$ cat src/hw/rtl/gic_pkg.sv
// ----------------------------------------------------------------------------
// Greedy interval cover package
// Shared sizes, memory request structures and result field widths.
// ----------------------------------------------------------------------------
package gic_pkg;

   // Store capacity, derived index width and count width.
   localparam int MAX_SEGMENTS = 32;
   localparam int IDX_W        = (MAX_SEGMENTS > 1) ? $clog2(MAX_SEGMENTS) : 1;
   localparam int CNT_W        = 6;

   // Field widths.
   localparam int COORD_W      = 16;
   localparam int SEG_W        = 2 * COORD_W;
   localparam int LEN_W        = 15;

   // Configuration port.
   localparam int CSR_ADDR_W   = 3;
   localparam int CSR_DATA_W   = 32;
   localparam logic CSR_IDX_COVER_LENGTH = 1'b0;

   // Input commands.
   localparam logic CMD_LOAD  = 1'b0;
   localparam logic CMD_SOLVE = 1'b1;

   // Header status codes.
   localparam logic STATUS_COVERED   = 1'b0;
   localparam logic STATUS_NO_COVER  = 1'b1;

   // Request to the segment store: left end in the upper half, right in the lower.
   typedef struct packed {
      logic             we;
      logic [IDX_W-1:0] waddr;
      logic [SEG_W-1:0] wdata;
      logic [IDX_W-1:0] raddr;
   } seg_mem_req_type;

   // Request to the store of picked segment indices.
   typedef struct packed {
      logic             we;
      logic [IDX_W-1:0] waddr;
      logic [IDX_W-1:0] wdata;
      logic [IDX_W-1:0] raddr;
   } pick_mem_req_type;

endpackage

$ cat src/hw/rtl/greedy_interval_cover_unit.sv
// ----------------------------------------------------------------------------
// Greedy interval cover unit
// Loads are accepted back to back; busy stays low. A solve runs one scan round
// per chosen segment over the stored segments (one store read a cycle); the
// header is registered out after the last round, and each segment transfer
// follows a pick-index read and a segment read. Results cannot be stalled.
// Synchronous reset empties the store, clears the overflow flag and cover
// length; store contents stay undefined (no clearing pass).
// ----------------------------------------------------------------------------
module greedy_interval_cover_unit
   import gic_pkg::*;
(
   input  logic                      clock,
   input  logic                      reset,
   input  logic                      start,
   output logic                      busy,
   input  logic                      req_command,
   input  logic signed [COORD_W-1:0] req_seg_left,
   input  logic signed [COORD_W-1:0] req_seg_right,
   output logic                      rsp_valid,
   output logic                      rsp_is_header,
   output logic                      rsp_status,
   output logic [CNT_W-1:0]          rsp_chosen_count,
   output logic                      rsp_dropped_any,
   output logic signed [COORD_W-1:0] rsp_out_left,
   output logic signed [COORD_W-1:0] rsp_out_right,
   output logic                      rsp_last,
   input  logic                      csr_psel,
   input  logic                      csr_penable,
   input  logic                      csr_pwrite,
   input  logic [CSR_ADDR_W-1:0]     csr_paddr,
   input  logic [CSR_DATA_W-1:0]     csr_pwdata,
   output logic [CSR_DATA_W-1:0]     csr_prdata,
   output logic                      csr_pready
);

   logic [LEN_W-1:0]  cover_length;
   seg_mem_req_type   seg_req;
   logic [SEG_W-1:0]  seg_rdata;
   pick_mem_req_type  pick_req;
   logic [IDX_W-1:0]  pick_rdata;

   // Configuration registers.
   gic_csr u_csr (
      .clock        (clock),
      .reset        (reset),
      .csr_psel     (csr_psel),
      .csr_penable  (csr_penable),
      .csr_pwrite   (csr_pwrite),
      .csr_paddr    (csr_paddr),
      .csr_pwdata   (csr_pwdata),
      .csr_prdata   (csr_prdata),
      .csr_pready   (csr_pready),
      .cover_length (cover_length)
   );

   // Segment store, left and right ends side by side.
   gic_ram #(
      .WIDTH (SEG_W),
      .DEPTH (MAX_SEGMENTS)
   ) u_seg_ram (
      .clock (clock),
      .we    (seg_req.we),
      .waddr (seg_req.waddr),
      .wdata (seg_req.wdata),
      .raddr (seg_req.raddr),
      .rdata (seg_rdata)
   );

   // Indices of the picked segments, in pick order.
   gic_ram #(
      .WIDTH (IDX_W),
      .DEPTH (MAX_SEGMENTS)
   ) u_pick_ram (
      .clock (clock),
      .we    (pick_req.we),
      .waddr (pick_req.waddr),
      .wdata (pick_req.wdata),
      .raddr (pick_req.raddr),
      .rdata (pick_rdata)
   );

   // Load, scan and playback sequencer.
   gic_engine u_engine (
      .clock            (clock),
      .reset            (reset),
      .start            (start),
      .busy             (busy),
      .req_command      (req_command),
      .req_seg_left     (req_seg_left),
      .req_seg_right    (req_seg_right),
      .cover_length     (cover_length),
      .seg_req          (seg_req),
      .seg_rdata        (seg_rdata),
      .pick_req         (pick_req),
      .pick_rdata       (pick_rdata),
      .rsp_valid        (rsp_valid),
      .rsp_is_header    (rsp_is_header),
      .rsp_status       (rsp_status),
      .rsp_chosen_count (rsp_chosen_count),
      .rsp_dropped_any  (rsp_dropped_any),
      .rsp_out_left     (rsp_out_left),
      .rsp_out_right    (rsp_out_right),
      .rsp_last         (rsp_last)
   );

   // An accepted solve always makes the block busy in the next cycle.
   a_solve_goes_busy: assert property (@(posedge clock) disable iff (reset)
      (start && !busy && (req_command == CMD_SOLVE)) |=> busy)
      else $error("solve transfer did not make the block busy");

   // The final transfer of a solve leaves the block free for the next item.
   a_last_frees_block: assert property (@(posedge clock) disable iff (reset)
      (rsp_valid && rsp_last) |-> !busy)
      else $error("block still busy on the final transfer");

   // Any transfer before the final one belongs to a solve still in progress.
   a_mid_transfer_busy: assert property (@(posedge clock) disable iff (reset)
      (rsp_valid && !rsp_last) |-> busy)
      else $error("non-final transfer while idle");

   // A failed cover is a lone header with zero count.
   a_fail_header_alone: assert property (@(posedge clock) disable iff (reset)
      (rsp_valid && rsp_is_header && (rsp_status == STATUS_NO_COVER)) |->
      (rsp_last && (rsp_chosen_count == '0)))
      else $error("failed cover header is not a lone zero-count result");

endmodule

$ cat src/hw/rtl/gic_ram.sv
// ----------------------------------------------------------------------------
// Generic single-port-write, single-port-read RAM
// One write and one registered read per cycle; contents undefined after reset.
// ----------------------------------------------------------------------------
module gic_ram #(
   parameter int WIDTH = 8,
   parameter int DEPTH = 32
) (
   input  logic                                       clock,
   input  logic                                       we,
   input  logic [((DEPTH > 1) ? $clog2(DEPTH) : 1)-1:0] waddr,
   input  logic [WIDTH-1:0]                           wdata,
   input  logic [((DEPTH > 1) ? $clog2(DEPTH) : 1)-1:0] raddr,
   output logic [WIDTH-1:0]                           rdata
);

   logic [WIDTH-1:0] mem_ff [DEPTH];
   logic [WIDTH-1:0] rdata_ff;

   // Write port and registered read port.
   always_ff @(posedge clock) begin
      if (we) begin
         mem_ff[waddr] <= wdata;
      end
      rdata_ff <= mem_ff[raddr];
   end

   assign rdata = rdata_ff;

endmodule

$ cat src/hw/rtl/gic_csr.sv
// ----------------------------------------------------------------------------
// Greedy interval cover register file
// Holds the cover length register behind a simple APB-style port.
// ----------------------------------------------------------------------------
module gic_csr
   import gic_pkg::*;
(
   input  logic                  clock,
   input  logic                  reset,
   input  logic                  csr_psel,
   input  logic                  csr_penable,
   input  logic                  csr_pwrite,
   input  logic [CSR_ADDR_W-1:0] csr_paddr,
   input  logic [CSR_DATA_W-1:0] csr_pwdata,
   output logic [CSR_DATA_W-1:0] csr_prdata,
   output logic                  csr_pready,
   output logic [LEN_W-1:0]      cover_length
);

   logic [LEN_W-1:0] cover_length_ff;
   logic [LEN_W-1:0] cover_length_in;
   logic             reg_idx;
   logic             wr_transfer;

   // The register index is the word address; byte offsets are ignored.
   assign reg_idx     = csr_paddr[2];
   assign wr_transfer = csr_psel & csr_penable & csr_pwrite;

   // A write to any index other than the cover length is ignored.
   always_comb begin
      cover_length_in = cover_length_ff;
      if (wr_transfer && (reg_idx == CSR_IDX_COVER_LENGTH)) begin
         cover_length_in = csr_pwdata[LEN_W-1:0];
      end
   end

   always_ff @(posedge clock) begin
      if (reset) begin
         cover_length_ff <= '0;
      end else begin
         cover_length_ff <= cover_length_in;
      end
   end

   // Read data for the addressed register.
   always_comb begin
      csr_prdata = '0;
      if (reg_idx == CSR_IDX_COVER_LENGTH) begin
         csr_prdata = {{(CSR_DATA_W-LEN_W){1'b0}}, cover_length_ff};
      end
   end

   assign csr_pready   = 1'b1;
   assign cover_length = cover_length_ff;

endmodule

$ cat src/hw/rtl/gic_engine.sv
// ----------------------------------------------------------------------------
// Greedy interval cover engine
// Loads segments into the store, scans it once per round to pick the segment
// reaching furthest, records the picks and plays the cover back as results.
// ----------------------------------------------------------------------------
module gic_engine
   import gic_pkg::*;
(
   input  logic                       clock,
   input  logic                       reset,
   input  logic                       start,
   output logic                       busy,
   input  logic                       req_command,
   input  logic signed [COORD_W-1:0]  req_seg_left,
   input  logic signed [COORD_W-1:0]  req_seg_right,
   input  logic [LEN_W-1:0]           cover_length,
   output seg_mem_req_type            seg_req,
   input  logic [SEG_W-1:0]           seg_rdata,
   output pick_mem_req_type           pick_req,
   input  logic [IDX_W-1:0]           pick_rdata,
   output logic                       rsp_valid,
   output logic                       rsp_is_header,
   output logic                       rsp_status,
   output logic [CNT_W-1:0]           rsp_chosen_count,
   output logic                       rsp_dropped_any,
   output logic signed [COORD_W-1:0]  rsp_out_left,
   output logic signed [COORD_W-1:0]  rsp_out_right,
   output logic                       rsp_last
);

   // Sequencer states.
   localparam logic [2:0] ST_IDLE     = 3'd0;
   localparam logic [2:0] ST_SCAN     = 3'd1;
   localparam logic [2:0] ST_DRAIN    = 3'd2;
   localparam logic [2:0] ST_DECIDE   = 3'd3;
   localparam logic [2:0] ST_HEADER   = 3'd4;
   localparam logic [2:0] ST_EMIT_RDP = 3'd5;
   localparam logic [2:0] ST_EMIT_RDS = 3'd6;
   localparam logic [2:0] ST_EMIT_OUT = 3'd7;

   localparam logic [CNT_W-1:0] CNT_MAX = CNT_W'(MAX_SEGMENTS);

   logic [2:0]                 state_ff, state_in;
   logic [CNT_W-1:0]           count_ff, count_in;
   logic                       overflow_ff, overflow_in;
   logic [IDX_W-1:0]           scan_idx_ff, scan_idx_in;
   logic                       rd_vld_ff, rd_vld_in;
   logic [IDX_W-1:0]           rd_idx_ff, rd_idx_in;
   logic                       found_ff, found_in;
   logic [IDX_W-1:0]           best_idx_ff, best_idx_in;
   logic signed [COORD_W-1:0]  best_right_ff, best_right_in;
   logic signed [COORD_W-1:0]  mark_ff, mark_in;
   logic [CNT_W-1:0]           picks_ff, picks_in;
   logic                       failed_ff, failed_in;
   logic [CNT_W-1:0]           emit_k_ff, emit_k_in;

   logic                       rsp_valid_ff, rsp_valid_in;
   logic                       rsp_is_header_ff, rsp_is_header_in;
   logic                       rsp_status_ff, rsp_status_in;
   logic [CNT_W-1:0]           rsp_count_ff, rsp_count_in;
   logic                       rsp_dropped_ff, rsp_dropped_in;
   logic signed [COORD_W-1:0]  rsp_left_ff, rsp_left_in;
   logic signed [COORD_W-1:0]  rsp_right_ff, rsp_right_in;
   logic                       rsp_last_ff, rsp_last_in;

   logic                       accept;
   logic signed [COORD_W-1:0]  rd_left;
   logic signed [COORD_W-1:0]  rd_right;
   logic signed [COORD_W-1:0]  target;
   logic                       hit;
   logic                       seg_done;

   assign accept   = start & ~busy;
   assign rd_left  = seg_rdata[SEG_W-1:COORD_W];
   assign rd_right = seg_rdata[COORD_W-1:0];
   assign target   = $signed({1'b0, cover_length});

   // A stored segment extends the mark and beats the best so far on a
   // strictly larger right end, so the earliest of equal candidates wins.
   assign hit = rd_vld_ff && (rd_left <= mark_ff) && (rd_right > mark_ff) &&
                (!found_ff || (rd_right > best_right_ff));

   assign seg_done = ((emit_k_ff + CNT_W'(1)) == picks_ff);

   // Sequencer and datapath next state.
   always_comb begin
      state_in         = state_ff;
      count_in         = count_ff;
      overflow_in      = overflow_ff;
      scan_idx_in      = scan_idx_ff;
      rd_vld_in        = 1'b0;
      rd_idx_in        = scan_idx_ff;
      found_in         = found_ff;
      best_idx_in      = best_idx_ff;
      best_right_in    = best_right_ff;
      mark_in          = mark_ff;
      picks_in         = picks_ff;
      failed_in        = failed_ff;
      emit_k_in        = emit_k_ff;

      rsp_valid_in     = 1'b0;
      rsp_is_header_in = rsp_is_header_ff;
      rsp_status_in    = rsp_status_ff;
      rsp_count_in     = rsp_count_ff;
      rsp_dropped_in   = rsp_dropped_ff;
      rsp_left_in      = rsp_left_ff;
      rsp_right_in     = rsp_right_ff;
      rsp_last_in      = rsp_last_ff;

      seg_req          = '0;
      seg_req.waddr    = count_ff[IDX_W-1:0];
      seg_req.wdata    = {req_seg_left, req_seg_right};
      seg_req.raddr    = scan_idx_ff;
      pick_req         = '0;
      pick_req.waddr   = picks_ff[IDX_W-1:0];
      pick_req.wdata   = best_idx_ff;
      pick_req.raddr   = emit_k_ff[IDX_W-1:0];

      // Fold the segment read last cycle into the running best.
      if (hit) begin
         found_in      = 1'b1;
         best_idx_in   = rd_idx_ff;
         best_right_in = rd_right;
      end

      unique case (state_ff)
         ST_IDLE: begin
            if (accept && (req_command == CMD_LOAD)) begin
               if (count_ff < CNT_MAX) begin
                  seg_req.we = 1'b1;
                  count_in   = count_ff + CNT_W'(1);
               end else begin
                  overflow_in = 1'b1;
               end
            end else if (accept) begin
               mark_in     = '0;
               picks_in    = '0;
               failed_in   = 1'b0;
               found_in    = 1'b0;
               scan_idx_in = '0;
               if (cover_length == '0) begin
                  state_in = ST_HEADER;
               end else if (count_ff == '0) begin
                  state_in = ST_DECIDE;
               end else begin
                  state_in = ST_SCAN;
               end
            end
         end

         // Issue one store read per cycle, in load order.
         ST_SCAN: begin
            rd_vld_in = 1'b1;
            if (({1'b0, scan_idx_ff} + CNT_W'(1)) == count_ff) begin
               state_in = ST_DRAIN;
            end else begin
               scan_idx_in = scan_idx_ff + IDX_W'(1);
            end
         end

         // The last read of the round is compared in this cycle.
         ST_DRAIN: begin
            state_in = ST_DECIDE;
         end

         // Record the pick and advance the mark, or give up.
         ST_DECIDE: begin
            if (!found_ff || (picks_ff == CNT_MAX)) begin
               failed_in = 1'b1;
               state_in  = ST_HEADER;
            end else begin
               pick_req.we = 1'b1;
               picks_in    = picks_ff + CNT_W'(1);
               mark_in     = best_right_ff;
               if (best_right_ff >= target) begin
                  state_in = ST_HEADER;
               end else begin
                  found_in    = 1'b0;
                  scan_idx_in = '0;
                  state_in    = ST_SCAN;
               end
            end
         end

         // Header transfer; the store is emptied here.
         ST_HEADER: begin
            rsp_valid_in     = 1'b1;
            rsp_is_header_in = 1'b1;
            rsp_status_in    = failed_ff ? STATUS_NO_COVER : STATUS_COVERED;
            rsp_count_in     = failed_ff ? '0 : picks_ff;
            rsp_dropped_in   = overflow_ff;
            rsp_left_in      = '0;
            rsp_right_in     = '0;
            rsp_last_in      = failed_ff || (picks_ff == '0);
            count_in         = '0;
            overflow_in      = 1'b0;
            emit_k_in        = '0;
            if (failed_ff || (picks_ff == '0)) begin
               state_in = ST_IDLE;
            end else begin
               state_in = ST_EMIT_RDP;
            end
         end

         // Fetch the index of the next pick.
         ST_EMIT_RDP: begin
            state_in = ST_EMIT_RDS;
         end

         // Fetch the picked segment itself.
         ST_EMIT_RDS: begin
            seg_req.raddr = pick_rdata;
            state_in      = ST_EMIT_OUT;
         end

         // Segment transfer.
         ST_EMIT_OUT: begin
            rsp_valid_in     = 1'b1;
            rsp_is_header_in = 1'b0;
            rsp_status_in    = STATUS_COVERED;
            rsp_count_in     = '0;
            rsp_dropped_in   = 1'b0;
            rsp_left_in      = rd_left;
            rsp_right_in     = rd_right;
            rsp_last_in      = seg_done;
            emit_k_in        = emit_k_ff + CNT_W'(1);
            if (seg_done) begin
               state_in = ST_IDLE;
            end else begin
               state_in = ST_EMIT_RDP;
            end
         end

         default: begin
            state_in = ST_IDLE;
         end
      endcase
   end

   // Control state.
   always_ff @(posedge clock) begin
      if (reset) begin
         state_ff     <= ST_IDLE;
         count_ff     <= '0;
         overflow_ff  <= 1'b0;
         rd_vld_ff    <= 1'b0;
         found_ff     <= 1'b0;
         picks_ff     <= '0;
         failed_ff    <= 1'b0;
         emit_k_ff    <= '0;
         scan_idx_ff  <= '0;
         rsp_valid_ff <= 1'b0;
      end else begin
         state_ff     <= state_in;
         count_ff     <= count_in;
         overflow_ff  <= overflow_in;
         rd_vld_ff    <= rd_vld_in;
         found_ff     <= found_in;
         picks_ff     <= picks_in;
         failed_ff    <= failed_in;
         emit_k_ff    <= emit_k_in;
         scan_idx_ff  <= scan_idx_in;
         rsp_valid_ff <= rsp_valid_in;
      end
   end

   // Payload registers.
   always_ff @(posedge clock) begin
      rd_idx_ff        <= rd_idx_in;
      best_idx_ff      <= best_idx_in;
      best_right_ff    <= best_right_in;
      mark_ff          <= mark_in;
      rsp_is_header_ff <= rsp_is_header_in;
      rsp_status_ff    <= rsp_status_in;
      rsp_count_ff     <= rsp_count_in;
      rsp_dropped_ff   <= rsp_dropped_in;
      rsp_left_ff      <= rsp_left_in;
      rsp_right_ff     <= rsp_right_in;
      rsp_last_ff      <= rsp_last_in;
   end

   assign busy             = (state_ff != ST_IDLE);
   assign rsp_valid        = rsp_valid_ff;
   assign rsp_is_header    = rsp_is_header_ff;
   assign rsp_status       = rsp_status_ff;
   assign rsp_chosen_count = rsp_count_ff;
   assign rsp_dropped_any  = rsp_dropped_ff;
   assign rsp_out_left     = rsp_left_ff;
   assign rsp_out_right    = rsp_right_ff;
   assign rsp_last         = rsp_last_ff;

endmodule

$ cat config.mk
export PLATFORM = sky130hd
export DESIGN_NAME = greedy_interval_cover_unit
export DESIGN_NICKNAME = d
export VERILOG_FILES = /design/src/hw/rtl/gic_pkg.sv /design/src/hw/rtl/greedy_interval_cover_unit.sv /design/src/hw/rtl/gic_ram.sv /design/src/hw/rtl/gic_csr.sv /design/src/hw/rtl/gic_engine.sv
export SDC_FILE = /design/constraint.sdc
export NUM_CORES = 2
export LEC_CHECK = 0
export ABC_AREA = 0
export BUFFER_PORTS_ARGS = -buffer_cell sky130_fd_sc_hd__buf_4
export CAP_MARGIN = 20
export CORE_MARGIN = 4
export CORE_UTILIZATION = 50
export CTS_CLUSTER_DIAMETER = 30
export DETAILED_ROUTE_END_ITERATION = 8
export PLACE_DENSITY = 0.78
export SETUP_SLACK_MARGIN = 0.1
export SYNTH_ARGS = -nofsm -noshare
export SYNTH_HDL_FRONTEND = slang
export SYNTH_SLANG_ARGS = --single-unit
export TNS_END_PERCENT = 10
$ cat constraint.sdc
create_clock -name clock -period 7 [get_ports clock]
set_input_delay 0 -clock clock [delete_from_list [all_inputs] [get_ports clock]]
set_output_delay 0 -clock clock [all_outputs]
set_load 0.01 [all_outputs]
==> results.md <==
- Async SR Flop Fraction: 0%
- Failing checks: DRC
- Clock sink total: 1,351
- Max_cap viols: 0
- Combinational power share: 9.0%
- Pwr Total: 21,800 uW
- Max Slew Vio Count: 0
- Antenna violations before repair: 13
- Power Density: 339 mW/mm2
- Req. time, crit path: 7.44 ns
- # IOs: 151
- EDFF count, synth: 1,263
- Die Y: 335 um
- H-Tree Depth: 4
- Hold_ws: 0.158 ns
- Synthesized-area fraction occupied by xor and xnor cells: 0.338%
- Sw power: 5500 uW
- Sw Ratio: 25.2%
- Reg2reg setup slack: 2.55 ns
- Post-route setup TNS: 0 ns
- Synth top area share: 71.1%
- Tcrit/Tclk final: 63.6%
- Yosys cell types: 68
- Area Growth Syn to Fin: 20.8%
- Avg Inst Size Synth: 16.2 um2
- Fin crit period: 4.45 ns
- Fmax: 225 MHz
- Worst Path Arrival: 4.89 ns
- Synthesis warning total: 0
- Worst r2r src: u_engine.state_ff[0]
- Sequential group share of total power: 42.8%
- Worst-path clk slew: 0.06 ns
- Final ANT Viol Nets: 0
- Rows: 119
- Die Wd: 335 um
- Syn Inst Count: 3,291
- FF-to-FF End: u_seg_ram.mem_ff[8][30]
- DP Wirelength: 70,700 um
- Leak: 0.0215 uW
- WS Path Type: register to register
- Register area share after synthesis: 74.4%
- Main combinational cell family by area after synthesis: multiplexers
- Drt total wl: 142,000 um
- Remaining Overflow, GRT: 0
- Post-synth top area cell: edfxtp_1
- Gr usage total: 25.1%
- Reg2reg path depth: 8
- Vias: 32,200
- RSZ-0062 raised after global routing: false
- Port-buffer cells: 113
- CTS tree: yes
- First-pass GRT wire length: 209,000 um
- Post_cts resized: 0
- Simple-gate share of the synthesized area: 8.81%
- Critical path launch point type: register
- Clock share of power: 48.2%
- Min-Delay Path Class: input pin to register
- Maximum vdd drop: 259 uV
- Dominant synthesized flop cell: edfxtp_1
- Clk_skew: 0.0806 ns
- Synth Area in Compound Gates: 3.41%
- Seq cells post-synth: 1,351
- Synth cell count leaders: 1,263 x edfxtp_1, 589 x nand2_1, 208 x nand3_1
- # nets final: 3,753
- Most common cell in the netlist: edfxtp_1
- Average vias per placed instance: 6.22
- Avg WL per Cell: 27.4 um
- CP max FO: 17
- CTS Buf Count: 207
- Hold depth: 2
- Fin area: 0.0645 mm2
- Largest cells by area after synthesis: edfxtp_1 71%, mux4_2 7.5%, nand2_1 4.1%
- Pre-CTS WS: 2.79 ns
- Routability congestion estimate: 0.840
- # setup viols final: 0
- Mux cell area share after synthesis: 9.00%
- Vias in the first global route: 32,600
- Cell Area, Placed: 0.0560 mm2
- Status: complete, but fails checks
- WHS Endpoint: u_seg_ram.mem_ff[22][3]
- Layout cells sized above 1: 20.5%
- Final WS setup: 2.55 ns
- Actual slew at the worst max-slew pin: 1.17 ns
- Fin. Hold Viols: 0
- CTS root buf: clkbuf_16
- Max clock buf depth: 3
- Slew headroom: 22.1%
- Pint: 16,400 uW
- Iteration-0 DRC Markers: 4,922
- Clk_lat worst skew: 0.82 ns
- DR pass1 iterations: 9
- Initial Util: 50.5%
- Core area: 0.106 mm2
- Adder-Cell Fraction of Synth Area: 1.81%
- Largest net degree at the start of global routing: 94
- Hold path start: req_seg_right[3]
- DRC Markers: 2
- Setup crit end kind: register
- Total Die Area: 0.112 mm2
- Mapped Area: 0.0534 mm2
-- cells in the final DEF, fill, tap and decap left out, types with 38 or more instances in the layout --
cell type / n
a31oi_1: 68
nand4_1: 46
inv_1: 61
edfxtp_1: 1263
mux2i_1: 66
a21oi_1: 47
and3_1: 38
nand2_1: 589
dlygate4sd3_1: 95
nand3_1: 208
ha_1: 77
mux4_2: 178
dfxtp_1: 87
nor2_1: 102
buf_4: 166
clkbuf_16: 208
-- flip-flops by register name (all words and copies together) (netlist names), 3 cells and up --
name	cells
u_csr.cover_length	15
u_engine.best_idx_ff	5
u_engine.best_right_ff	16
u_engine.count_ff	6
u_engine.emit_k_ff	6
u_engine.mark_ff	16
u_engine.picks_ff	6
u_engine.rd_idx_ff	5
u_engine.rd_idx_in	5
u_engine.rsp_chosen_count	6
u_engine.rsp_out_left	16
u_engine.rsp_out_right	16
u_engine.state_ff	3
u_pick_ram.mem_ff	160
u_pick_ram.rdata	5
u_seg_ram.mem_ff	1024
u_seg_ram.rdata	32
-- worst max-delay path, cell delays in order, from the launching register on --
cell     delay (ns)
dfxtp_1        0.35
inv_1          0.10
ha_1           0.33
nor2b_1        0.28
nand2_1        0.21
nor3_1         0.56
nand2_1        0.66
nor2_4         1.03
buf_4          0.52
-- metal layers --
metal / track usage, % / vias up / wire, um
met5: 0 / - / 7
li1: - / 13300 / -
met3: 5.51 / 516 / 15000
met4: 12.5 / 2 / 7390
met1: 31.8 / 16100 / 49800
met2: 41.4 / 2341 / 69600
-- worst max path at each step --
stage               cells after the start                        to                 start  slack (ns)
floorplan                               4    u_seg_ram.mem_ff[0][0]  u_engine.count_ff[4]        2.99
global placement                        8   u_seg_ram.mem_ff[2][30]  u_engine.state_ff[0]        2.82
detailed placement                      8   u_seg_ram.mem_ff[8][10]  u_engine.state_ff[0]        2.79
CTS                                     8  u_seg_ram.mem_ff[10][30]  u_engine.state_ff[1]        2.75
global route                            8   u_seg_ram.mem_ff[8][30]  u_engine.state_ff[0]        2.37
finish                                  8   u_seg_ram.mem_ff[8][30]  u_engine.state_ff[0]        2.55
-- cells by family after synthesis --
| group | Yosys count |
|---|---|
| AO/OA/AOI/OAI | 255 |
| multiplexers | 255 |
| buffers and inverters | 255 |
| AND/OR/NAND/NOR | 1077 |
| flip-flops | 1351 |
| adder cells (fa/ha/maj) | 77 |
| other | 2 |
| XOR/XNOR | 19 |
-- power by group through the flow --
stage               combinational, uW  sequential [uW]  clock, uW
detailed placement               1780             9500          0
finish                           1960             9350      10500
CTS                              1860             9350      10600
global route                     2110             9350      11000
floorplan                        1120             9350          0
global placement                 1740             9500          0
-- area by class of cell --
cell class	instances	area [um2]
fillers	6939	41100
clock inverters	152	1960
well taps	1391	1740
diodes	6	15.0
repair buffers	278	2540
multi-input cells	1701	12900
inverters	63	236
flip-flops and latches	1351	39700
clock buffers	240	5380
-- timing repair --
item,in CTS,in global routing
buffers inserted,0,0
endpoints found under the hold margin,1073,0
hold buffers,95,0
-- through the flow --
stage               utilization [%]  cells
floorplan                         -   3307
global placement               53.0   4681
detailed placement             53.1   4682
CTS                            60.9   5169
global route                   61.1   5180
finish                         61.1   5182
Power figures use the tool's default switching activity.
